`src/rtl/core/ising_metropolis_spin_update_assert.svh`:
```
// Assertion macros shared by the spin update modules.
`ifndef ISING_METROPOLIS_SPIN_UPDATE_ASSERT_SVH
`define ISING_METROPOLIS_SPIN_UPDATE_ASSERT_SVH

// Same-cycle implication, checked out of reset; expects clk and rst_n in scope.
`define ISU_ASSERT_IMPL(label, ante, cons) \
    label: assert property (@(posedge clk) disable iff (!rst_n) (ante) |-> cons) \
        else $error("isu assertion failed");

// Next-cycle implication, checked out of reset; expects clk and rst_n in scope.
`define ISU_ASSERT_NEXT(label, ante, cons) \
    label: assert property (@(posedge clk) disable iff (!rst_n) (ante) |=> cons) \
        else $error("isu assertion failed");

`endif

```
`src/rtl/core/isu_pkg.sv`:
```
// Shared types, constants and command structs of the spin update block.
package isu_pkg;

    // Side of the square lattice; a power of two so row and column are bit fields.
    localparam int GRID_SIDE  = 256;
    localparam int ROW_W      = $clog2(GRID_SIDE);
    localparam int ADDR_W     = 2 * ROW_W;
    localparam int SITE_COUNT = GRID_SIDE * GRID_SIDE;

    localparam int SITE_W     = 16;
    localparam int RAND_W     = 16;
    localparam int THRESH_W   = 16;
    localparam int DE_W       = 5;
    localparam int IN_TDATA_W = 40;
    localparam int OUT_TDATA_W = 8;
    localparam int IN_TUSER_W = 2;

    typedef enum logic [1:0] {
        MODE_ATTEMPT = 2'd0,
        MODE_WRITE   = 2'd1,
        MODE_READ    = 2'd2,
        MODE_UNUSED  = 2'd3
    } mode_t;

    typedef enum logic [0:0] {
        CFG_THRESH_DE4 = 1'b0,
        CFG_THRESH_DE8 = 1'b1
    } cfg_index_t;

    typedef enum logic [2:0] {
        RD_SITE  = 3'd0,
        RD_UP    = 3'd1,
        RD_DOWN  = 3'd2,
        RD_LEFT  = 3'd3,
        RD_RIGHT = 3'd4
    } rd_sel_t;

    typedef struct packed {
        logic    load_item;
        logic    rd_en;
        rd_sel_t rd_sel;
        logic    cap_en;
        logic    commit;
    } isu_cmd_t;

    typedef struct packed {
        logic out_free;
    } isu_status_t;

endpackage

```
`src/rtl/core/isu_ctrl.sv`:
```
// Sequencer that walks the five lattice reads and the commit of one request.
module isu_ctrl
    import isu_pkg::*;
(
    input  logic        clk,
    input  logic        rst_n,
    input  logic        s_tvalid,
    output logic        s_tready,
    output isu_cmd_t    cmd,
    input  isu_status_t status
);

`include "ising_metropolis_spin_update_assert.svh"

    typedef enum logic [7:0] {
        S_IDLE     = 8'b0000_0001,
        S_RD_SITE  = 8'b0000_0010,
        S_RD_UP    = 8'b0000_0100,
        S_RD_DOWN  = 8'b0000_1000,
        S_RD_LEFT  = 8'b0001_0000,
        S_RD_RIGHT = 8'b0010_0000,
        S_CAP_LAST = 8'b0100_0000,
        S_COMMIT   = 8'b1000_0000
    } state_t;

    state_t state_reg;
    state_t state_next;

    always_comb
    begin
        state_next    = state_reg;
        cmd.load_item = 1'b0;
        cmd.rd_en     = 1'b0;
        cmd.rd_sel    = RD_SITE;
        cmd.cap_en    = 1'b0;
        cmd.commit    = 1'b0;
        s_tready      = 1'b0;
        case (state_reg)
            S_IDLE:
            begin
                s_tready      = 1'b1;
                cmd.load_item = s_tvalid;
                if (s_tvalid)
                begin
                    state_next = S_RD_SITE;
                end
            end
            S_RD_SITE:
            begin
                cmd.rd_en  = 1'b1;
                cmd.rd_sel = RD_SITE;
                state_next = S_RD_UP;
            end
            S_RD_UP:
            begin
                cmd.rd_en  = 1'b1;
                cmd.rd_sel = RD_UP;
                cmd.cap_en = 1'b1;
                state_next = S_RD_DOWN;
            end
            S_RD_DOWN:
            begin
                cmd.rd_en  = 1'b1;
                cmd.rd_sel = RD_DOWN;
                cmd.cap_en = 1'b1;
                state_next = S_RD_LEFT;
            end
            S_RD_LEFT:
            begin
                cmd.rd_en  = 1'b1;
                cmd.rd_sel = RD_LEFT;
                cmd.cap_en = 1'b1;
                state_next = S_RD_RIGHT;
            end
            S_RD_RIGHT:
            begin
                cmd.rd_en  = 1'b1;
                cmd.rd_sel = RD_RIGHT;
                cmd.cap_en = 1'b1;
                state_next = S_CAP_LAST;
            end
            S_CAP_LAST:
            begin
                cmd.cap_en = 1'b1;
                state_next = S_COMMIT;
            end
            S_COMMIT:
            begin
                // hold until the output register can take the result
                cmd.commit = status.out_free;
                if (status.out_free)
                begin
                    state_next = S_IDLE;
                end
            end
            default:
            begin
                state_next = S_IDLE;
            end
        endcase
    end

    always_ff @(posedge clk or negedge rst_n)
    begin
        if (!rst_n)
        begin
            state_reg <= S_IDLE;
        end
        else
        begin
            state_reg <= state_next;
        end
    end

    `ISU_ASSERT_IMPL(a_read_walk_len, state_reg == S_RD_SITE, ##6 (state_reg == S_COMMIT))
    `ISU_ASSERT_NEXT(a_commit_to_idle, cmd.commit, (state_reg == S_IDLE))
    `ISU_ASSERT_NEXT(a_accept_starts, cmd.load_item, (state_reg == S_RD_SITE))

endmodule

```
`config.mk`:
```
export PLATFORM = sky130hd
export DESIGN_NAME = isu_ctrl
export DESIGN_NICKNAME = d
export VERILOG_FILES = /design/src/rtl/core/isu_pkg.sv /design/src/rtl/core/isu_ctrl.sv
export VERILOG_INCLUDE_DIRS = /design/src /design/src/rtl/core
export SDC_FILE = /design/constraint.sdc
export NUM_CORES = 1
export LEC_CHECK = 0
export ABC_AREA = 1
export BUFFER_PORTS_ARGS = -buffer_cell sky130_fd_sc_hd__buf_2
export CORE_AREA = 3 3 40 42
export DETAILED_ROUTE_END_ITERATION = 6
export DIE_AREA = 0 0 43 45
export PLACE_DENSITY = 0.69
export SLEW_MARGIN = 20
export SYNTH_ARGS = -nofsm -noshare
export SYNTH_HDL_FRONTEND = slang
export SYNTH_SLANG_ARGS = --single-unit
export TNS_END_PERCENT = 10
```
`constraint.sdc`:
```
create_clock -name clk -period 2.3 [get_ports clk]
set_clock_uncertainty 0.05 [all_clocks]
set_input_delay 0.23 -clock clk [delete_from_list [all_inputs] [get_ports clk]]
set_output_delay 0.23 -clock clk [all_outputs]
set_load 0.05 [all_outputs]
```
==> implementation parameters, run 1 <==
Parameter                              Value

GRT
  Overall overflow remaining after global route ... 0
  Via count of the first global-routing pass ... 418
  GRT Total Usage ... between 10% and 20%
  Pin count of the biggest net entering global routing ... 9
  First-pass GRT wire length ... roughly 1700 um
  Initial antenna violation count ... 0

Yosys
  Number of warnings printed during yosys synthesis ... 0
  Portion of the post-synthesis area used by sequential elements ... 41.6%
  Leading area contributor after synthesis ... dfrtp_1
  Post-synthesis cell count ... 71
  Post-Syn Nets ... 75
  Post-Syn Area ... 484 um^2
  Ys flop type ... dfrtp_1
  Number of synthesized flops with an enable pin ... 0
  Dominant cell by count in the synthesized netlist ... inv_1
  Top cells by count, synth ... inv_1, nand2_1, nor2_1
  Synth top area cells ... dfrtp_1, inv_1, nand2_1
  Post-synth cell types ... 13
  Area share of the largest cell type after synthesis ... 36.2%
  Synth async-reset ratio ... 100%
  Mapped Avg Cell Area ... 6.82 um^2
  Synth Register Bits ... 8

Finish
  Number of flip-flops under the largest register name ... 8
  Ratio of cells with drive above 1 in the final layout ... 28.7%
  Area growth from synthesis to layout ... 22.7%
  Reg area ... between 200 and 250 um^2
  Fin cells ... just over 100
  Filler cell count in the final layout ... 133
  Multi-input gate area ... 211 um^2
  Total Nets Final ... 92
  Total inserted antenna cells ... 0

Floorplan
  I/O pin count ... 12
  Die height ... about 45 um
  Initial core utilization ... a little under two fifths
  CORE AREA ... roughly 1300 um^2
  Number of rows in the core area ... 13
  Horizontal die dimension ... 43 um
  Total Die Area ... 1940 um^2

Pwr
  Max VDD drop ... 859 uV
  Total Power Consumption ... 654 uW
  Power density of the placed cells ... 1100 nW/um^2
  Leakage ... 0.000404 uW

Placement
  Post-DP HPWL ... about 800 um
  Gp weighted congestion ... 0.759
  Port-buffer cells ... 11
  DP Cell Count ... a little under 100
  Worst Setup Slack post-DPL ... a little over 0.7 ns

Clock network
  Number of buffers added to fix hold violations after cts ... 1
  Worst-Skew Late Latency ... 0.27 ns
  Deepest level of the CTS H-tree ... 1
  Sinks on Clock Net ... 8
  Clock root cell ... clkbuf_4
  Maximum clock insertion buffer count ... 2
  TritonCTS clock tree ... yes
  Post_cts resized ... 0
  Number of buffers created by CTS ... 3
  Setup bufs post-CTS ... 0
  Clock edge transition at the registers on the reported setup and hold paths ... 0.06 ns

STA
  Measured slew at the worst slew-check pin ... 0.252 ns
  Fmax ... 539 MHz
  Total setup violations reported at the end of the flow ... 0
  Time the final worst path needs with I/O delays and setup ... 1.86 ns
  Tcrit/Tclk final ... 80.7%
  Min setup slack post-route ... 0.445 ns
  Final Slew Violations ... 0
  Worst slew margin relative to its limit ... 83.3%
  Setup repair after global routing missed its margin ... false
  Hold violation count in the final report ... 0
  Final sum of negative setup slack ... 0 ns

Hold path
  Worst Hold Launch ... s_tvalid
  Worst Hold Class ... input port to register
  Worst Hold Path EP ... state_reg[0]
  Min-Delay Path Depth ... 4

Worst setup path
  Worst reg2reg path startpoint ... state_reg[0]
  Worst R2R Path Depth ... 8
  Critical Path Stages ... 8
  Type of element launching the critical path ... register
  Arrival time of data at the critical path endpoint ... approximately 1.6 ns
  Endpoint required time on the critical path ... just over 2 ns
  Critical Setup Path Class ... register to primary output
  Crit path cell chain ... nor2_2 > nand2_2 > inv_2 > nand3_2 > nand2_2 > nor2_2 > inv_1 > buf_2
  Crit path capture type ... primary output
  Worst path max stage delay ... between 0.4 and 0.5 ns
  Worst-path cell with the longest stage delay ... dfrtp_1
  Slack of the worst reg-to-reg path ... 1.04 ns
  R2R Path End ... state_reg[0]
  Cell family contributing the most delay on the critical path ... simple AND/OR/NAND/NOR gates
  Maximum fanout count along the critical path ... 4
  Worst Path Buf+Inv ... 3

Route
  Drt wl/cell ... 9.34 um
  Number of violations reported at the end of detailed-routing iteration 0 ... 1
  Post-Route WL ... approximately 950 um
  Via Count ... between 400 and 500
  Routed Antenna Nets ... 0
  DRC violations left ... 0
  Number of vias per cell after detailed routing ... around 4.4
  Length of the first detailed-routing pass in iterations ... 4

Run
  MaxCap Viol Count ... 0

Status
  Status ... finished clean
## kinds of logic after synthesis
| group | count (synthesis) | share of synthesized area (%) |
|---|---|---|
| simple gates | 44 | 43.7 |
| flops | 8 | 41.6 |
| buf+inv | 19 | 14.7 |
## layout make-up
type                       instances  share of cell area, %
clock buffer                       4                   4.42
inverter                          19                   12.0
timing repair buffer              12                   10.9
tap                               15                   3.16
sequential                         8                   33.9
multi-input combinational         44                   35.6
## worst max path at each step
| stage | start | to | slack, ns |
|---|---|---|---|
| after floorplan | state_reg[5] | cmd[6] | 0.30 |
| after global placement | state_reg[5] | cmd[5] | 0.73 |
| after detailed placement | state_reg[0] | cmd[1] | 0.73 |
| after CTS | state_reg[5] | cmd[5] | 0.43 |
| after global routing | state_reg[5] | cmd[5] | 0.31 |
| final | state_reg[5] | cmd[5] | 0.44 |
## worst min-delay path, delay by kind of cell
kind	cells	cell delay, ns
and+or+nand+nor	2	0.12
buffers and inverters	2	0.12
## metrics by stage
| step | util [%] | cell area, um^2 | hold WS [ns] |
|---|---|---|---|
| 2_1_floorplan | - | 484 | -0.116 |
| 3_3_place_gp | 43.4 | 558 | 0.0279 |
| 3_5_place_dp | 43.4 | 558 | 0.0331 |
| 4_1_cts | 46.3 | 594 | 0.171 |
| 5_1_grt | 46.3 | 594 | 0.207 |
| 6_report | 46.3 | 594 | 0.170 |
## placed cells by master (no fill, tap or decap)
| cell | netlist | layout |
|---|---|---|
| dfrtp_1 | 7 | 7 |
| nor2_4 | 1 | 1 |
| dlygate4sd3_1 | 0 | 1 |
| nor2_2 | 3 | 3 |
| clkbuf_1 | 0 | 1 |
| nand4_1 | 2 | 2 |
| nor2_1 | 13 | 13 |
| inv_2 | 1 | 1 |
| nand3_2 | 2 | 2 |
| inv_1 | 18 | 18 |
| clkbuf_4 | 0 | 3 |
| nand2_2 | 3 | 3 |
| nor3_1 | 2 | 2 |
| nand3_1 | 3 | 3 |
| nand2_1 | 15 | 15 |
| dfstp_2 | 1 | 1 |
| buf_2 | 0 | 11 |
## layer usage
metal	global-route usage [%]	part of all wire (%)
met1	13.3	41
met2	19.2	49
met3	6.37	8.1
met4	7.23	2.2
met5	0	0
## power by group
part	total, uW	internal [uW]	switching, uW
clock	119	66.7	52.7
combinational	348	85.4	263
sequential	187	172	15.1
total	654	324	330
(Power assumes the default switching activity.)
==> run 2: changes to the inputs <==
--- a/config.mk
+++ b/config.mk
@@ -6,12 +6,12 @@
 export SDC_FILE = /design/constraint.sdc
 export NUM_CORES = 1
 export LEC_CHECK = 0
-export ABC_AREA = 1
+export ABC_AREA = 0
 export BUFFER_PORTS_ARGS = -buffer_cell sky130_fd_sc_hd__buf_2
 export CORE_AREA = 3 3 40 42
 export DETAILED_ROUTE_END_ITERATION = 6
 export DIE_AREA = 0 0 43 45
-export PLACE_DENSITY = 0.69
+export PLACE_DENSITY = 0.73
 export SLEW_MARGIN = 20
 export SYNTH_ARGS = -nofsm -noshare
 export SYNTH_HDL_FRONTEND = slang
==> constraint.sdc (replaced) <==
create_clock -name clk -period 1.88 [get_ports clk]
set_clock_uncertainty 0.05 [all_clocks]
set_input_delay 0.188 -clock clk [delete_from_list [all_inputs] [get_ports clk]]
set_output_delay 0.188 -clock clk [all_outputs]
set_load 0.05 [all_outputs]
==> implementation parameters, run 2 <==
Parameter                              Value

Pwr
  Part of the power in combinational logic ... 63.7% (was 53.2%)
  Net switching fraction of the power ... 46.7% (was 50.5%)
  Power density of the placed cells ... 1450 nW/um^2 (was 1100 nW/um^2)
  Net switching power ... 528 uW (was 330 uW)
  Max VDD drop ... 1340 uV (was 859 uV)
  Leakage ... 0.000334 uW (was 0.000404 uW)
  Total Power Consumption ... 1130 uW (was 654 uW)
  Sequential share of power ... 22.7% (was 28.6%)
  Internal Pwr Total ... 604 uW (was 324 uW)
  Clock power frac ... 13.6% (was 18.2%)

Yosys
  Leading area contributor after synthesis ... dfrtp_1 (unchanged)
  Dominant cell by count in the synthesized netlist ... dfrtp_1 (was inv_1)
  Post-Syn Area ... 533 um^2 (was 484 um^2)
  Post-synth cell types ... 26 (was 13)
  Synth Register Bits ... 8 (unchanged)
  Area share of the largest cell type after synthesis ... 32.9% (was 36.2%)
  Synth async-reset ratio ... 100% (unchanged)
  Post-Syn Nets ... 57 (was 75)
  Number of warnings printed during yosys synthesis ... 0 (unchanged)
  Synth top area cells ... dfrtp_1, buf_6, nor4_1 (was dfrtp_1, inv_1, nand2_1)
  Post-synthesis cell count ... 53 (was 71)
  Number of synthesized flops with an enable pin ... 0 (unchanged)
  Ys flop type ... dfrtp_1 (unchanged)
  Top cells by count, synth ... dfrtp_1, nor4_1, nand2_1, nor2_1 (was inv_1, nand2_1, nor2_1)
  Mapped Avg Cell Area ... 10.1 um^2 (was 6.82 um^2)
  Portion of the post-synthesis area used by sequential elements ... 37.8% (was 41.6%)

Finish
  Reg area ... 206 um^2 (was 201 um^2)
  Total inserted antenna cells ... 0 (unchanged)
  Leading cell type in the layout, fill and taps excluded ... buf_4 (was inv_1)
  Filler cell count in the final layout ... 113 (was 133)
  Multi-input gate area ... 353 um^2 (was 211 um^2)
  Ratio of cells with drive above 1 in the final layout ... 61.8% (was 28.7%)
  Final instance area ... 779 um^2 (was 594 um^2)
  Fin cells ... 91 (was 102)
  Total Nets Final ... 81 (was 92)
  Highest-count cells in the layout ignoring fill and taps ... buf_4, nand2_1, nor4_2, clkbuf_4, dfrtp_2 (was inv_1, nand2_1, nor2_1)
  Number of flip-flops under the largest register name ... 8 (unchanged)
  Area growth from synthesis to layout ... 46.2% (was 22.7%)

Floorplan
  Horizontal die dimension ... 43 um (unchanged)
  Total Die Area ... 1940 um^2 (unchanged)
  Initial core utilization ... 41.5% (was 37.7%)
  CORE AREA ... 1280 um^2 (unchanged)
  Number of rows in the core area ... 13 (unchanged)
  Die height ... 45 um (unchanged)
  I/O pin count ... 12 (unchanged)

GRT
  Pin count of the biggest net entering global routing ... 10 (was 9)
  Overall overflow remaining after global route ... 0 (unchanged)
  GRT Total Usage ... 14.2% (was 12.2%)
  Met1 track utilization from global routing ... 14.8% (was 13.3%)
  Global Route met2 Usage ... 24.6% (was 19.2%)
  Via count of the first global-routing pass ... 470 (was 418)
  Met3 global-route usage ... 7.17% (was 6.37%)
  Layer carrying the most global-route usage ... met2 (unchanged)
  First-pass GRT wire length ... 1950 um (was 1700 um)
  Initial antenna violation count ... 0 (unchanged)

Clock network
  Maximum clock insertion buffer count ... 2 (unchanged)
  Clock root cell ... clkbuf_4 (unchanged)
  Deepest level of the CTS H-tree ... 1 (unchanged)
  Number of buffers created by CTS ... 3 (unchanged)
  Clock edge transition at the registers on the reported setup and hold paths ... 0.07 ns (was 0.06 ns)
  TritonCTS clock tree ... yes (unchanged)
  Worst-Skew Late Latency ... 0.27 ns (about the same)
  Sinks on Clock Net ... 8 (unchanged)

STA
  Measured slew at the worst slew-check pin ... 0.329 ns (was 0.252 ns)
  Final sum of negative setup slack ... -0.108 ns (was 0 ns)
  Hold violation count in the final report ... 0 (unchanged)
  Tcrit/Tclk final ... 104%
  Worst slew margin relative to its limit ... 78.0% (was 83.3%)
  Final Slew Violations ... 0 (unchanged)
  Setup repair after global routing missed its margin ... true (was false)
  Time the final worst path needs with I/O delays and setup ... 1.95 ns
  Total setup violations reported at the end of the flow ... 2 (was 0)
  Min setup slack post-route ... -0.0730 ns (was 0.445 ns)
  Fmax ... 512 MHz

Route
  DRC violations left ... 0 (unchanged)
  Post-Route WL ... 1240 um (was 953 um)
  Number of violations reported at the end of detailed-routing iteration 0 ... 3 (was 1)
  Via Count ... 497 (was 445)
  Length of the first detailed-routing pass in iterations ... 4 (unchanged)
  Number of vias per cell after detailed routing ... 5.46 (was 4.36)
  Routed Antenna Nets ... 0 (unchanged)
  Drt wl/cell ... 13.6 um (was 9.34 um)

Status
  Status ... finished, violations left (was finished clean)
  Failing checks ... setup timing

Placement
  DP Cell Count ... 79 (was 97)
  Gp weighted congestion ... 0.776 (was 0.759)
  Post-DP HPWL ... 818 um (was 807 um)
  Port-buffer cells ... 11 (unchanged)
  Instance area after placement ... 602 um^2 (was 558 um^2)

Worst setup path
  Endpoint required time on the critical path ... 1.64 ns (was 2.02 ns)
  Maximum fanout count along the critical path ... 6 (was 4)
  Critical Setup Path Class ... register to primary output (unchanged)
  Type of element launching the critical path ... register (unchanged)
  Worst path max stage delay ... 0.47 ns (was 0.42 ns)
  Crit path capture type ... primary output (unchanged)
  Worst-path cell with the longest stage delay ... dfrtp_2 (was dfrtp_1)
  Arrival time of data at the critical path endpoint ... 1.72 ns (was 1.58 ns)
  Crit path cell chain ... nor4_4 > and2_4 > and3_4 > nand2b_4 > buf_8 (was nor2_2 > nand2_2 > inv_2 > nand3_2 > nand2_2 > nor2_2 > inv_1 > buf_2)

Run
  MaxCap Viol Count ... 0 (unchanged)

Hold path
  Worst Hold Class ... input port to register (unchanged)
run 2: cell types whose count changed after synthesis, sizes merged, moves of 3 or more:
cell,before,now
nand3,5,0
buf,0,3
and2,0,3
inv,19,2
nand2,18,4
nor4,0,6
nor2,17,5
xnor2,0,3
run 2: cell type report:
cell class	count	share of cell area [%]
Multi-Input combinational cell	40	45.3
Sequential cell	8	26.5
Timing Repair Buffer	22	21.5
Clock buffer	4	3.37
Tap cell	15	2.41
Inverter	2	0.963
run 2: worst paths after layout:
check / from / slack (ns) / depth (start not counted) / to
worst min-delay path: s_tvalid / 0.17 / 3 / state_reg[1]
worst min register to register: state_reg[1] / 0.55 / 2 / state_reg[1]
worst max register to register: state_reg[1] / 0.36 / 5 / state_reg[3]
worst max-delay path: state_reg[4] / -0.07 / 5 / cmd[5]
max in group asynchronous: rst_n / 1.29 / 2 / state_reg[0]
min in group asynchronous: rst_n / 0.24 / 2 / state_reg[3]
run 2: metrics by stage:
stage / hold slack [ns] / util [%] / setup slack [ns]
after floorplan: -0.158 / - / -0.508
after detailed placement: -0.00588 / 46.8 / 0.124
final: 0.169 / 60.7 / -0.0730
after global placement: -0.00552 / 46.8 / 0.109
after global routing: 0.190 / 60.7 / -0.127
after CTS: 0.164 / 52.2 / -0.0379
run 2: kinds of logic (layout without fill, tap and decap cells):
family          after synthesis  count (layout)  share of synthesized area [%]
flops                         8               8                           37.8
buf+inv                       5              28                           7.75
xor+xnor                      3               3                           4.93
simple gates                 31              31                           39.9
compound gates                6               6                           9.62
run 2: per-layer routing:
layer / part of all wire [%] / vias up
li1: - / 236
met1: 39 / 244
met2: 54 / 13
met3: 5.9 / 4
met4: 1.5 / 0
met5: 0 / -
run 2: critical path, delay by kind of cell, from the launching register on:
family,cells,cell delay (ns)
buffers and inverters,1,0.14
flip-flops,1,0.47
AND/OR/NAND/NOR,4,0.83
run 2: timing repair:
action                                  in CTS  in global routing
pin swaps                                    0                  2
endpoints found under the setup margin       4                  7
setup buffers                                2                  5
resized for setup                            7                 22
hold endpoints to repair                     8                  0
hold buffers                                 1                  0
run 2: power by group through the flow:
stage / logic (uW) / registers (uW) / clock network (uW)
finish: 721 / 257 / 154
CTS: 582 / 258 / 157
floorplan: 455 / 242 / 0
detailed placement: 548 / 260 / 0
global route: 766 / 263 / 164
global placement: 537 / 259 / 0
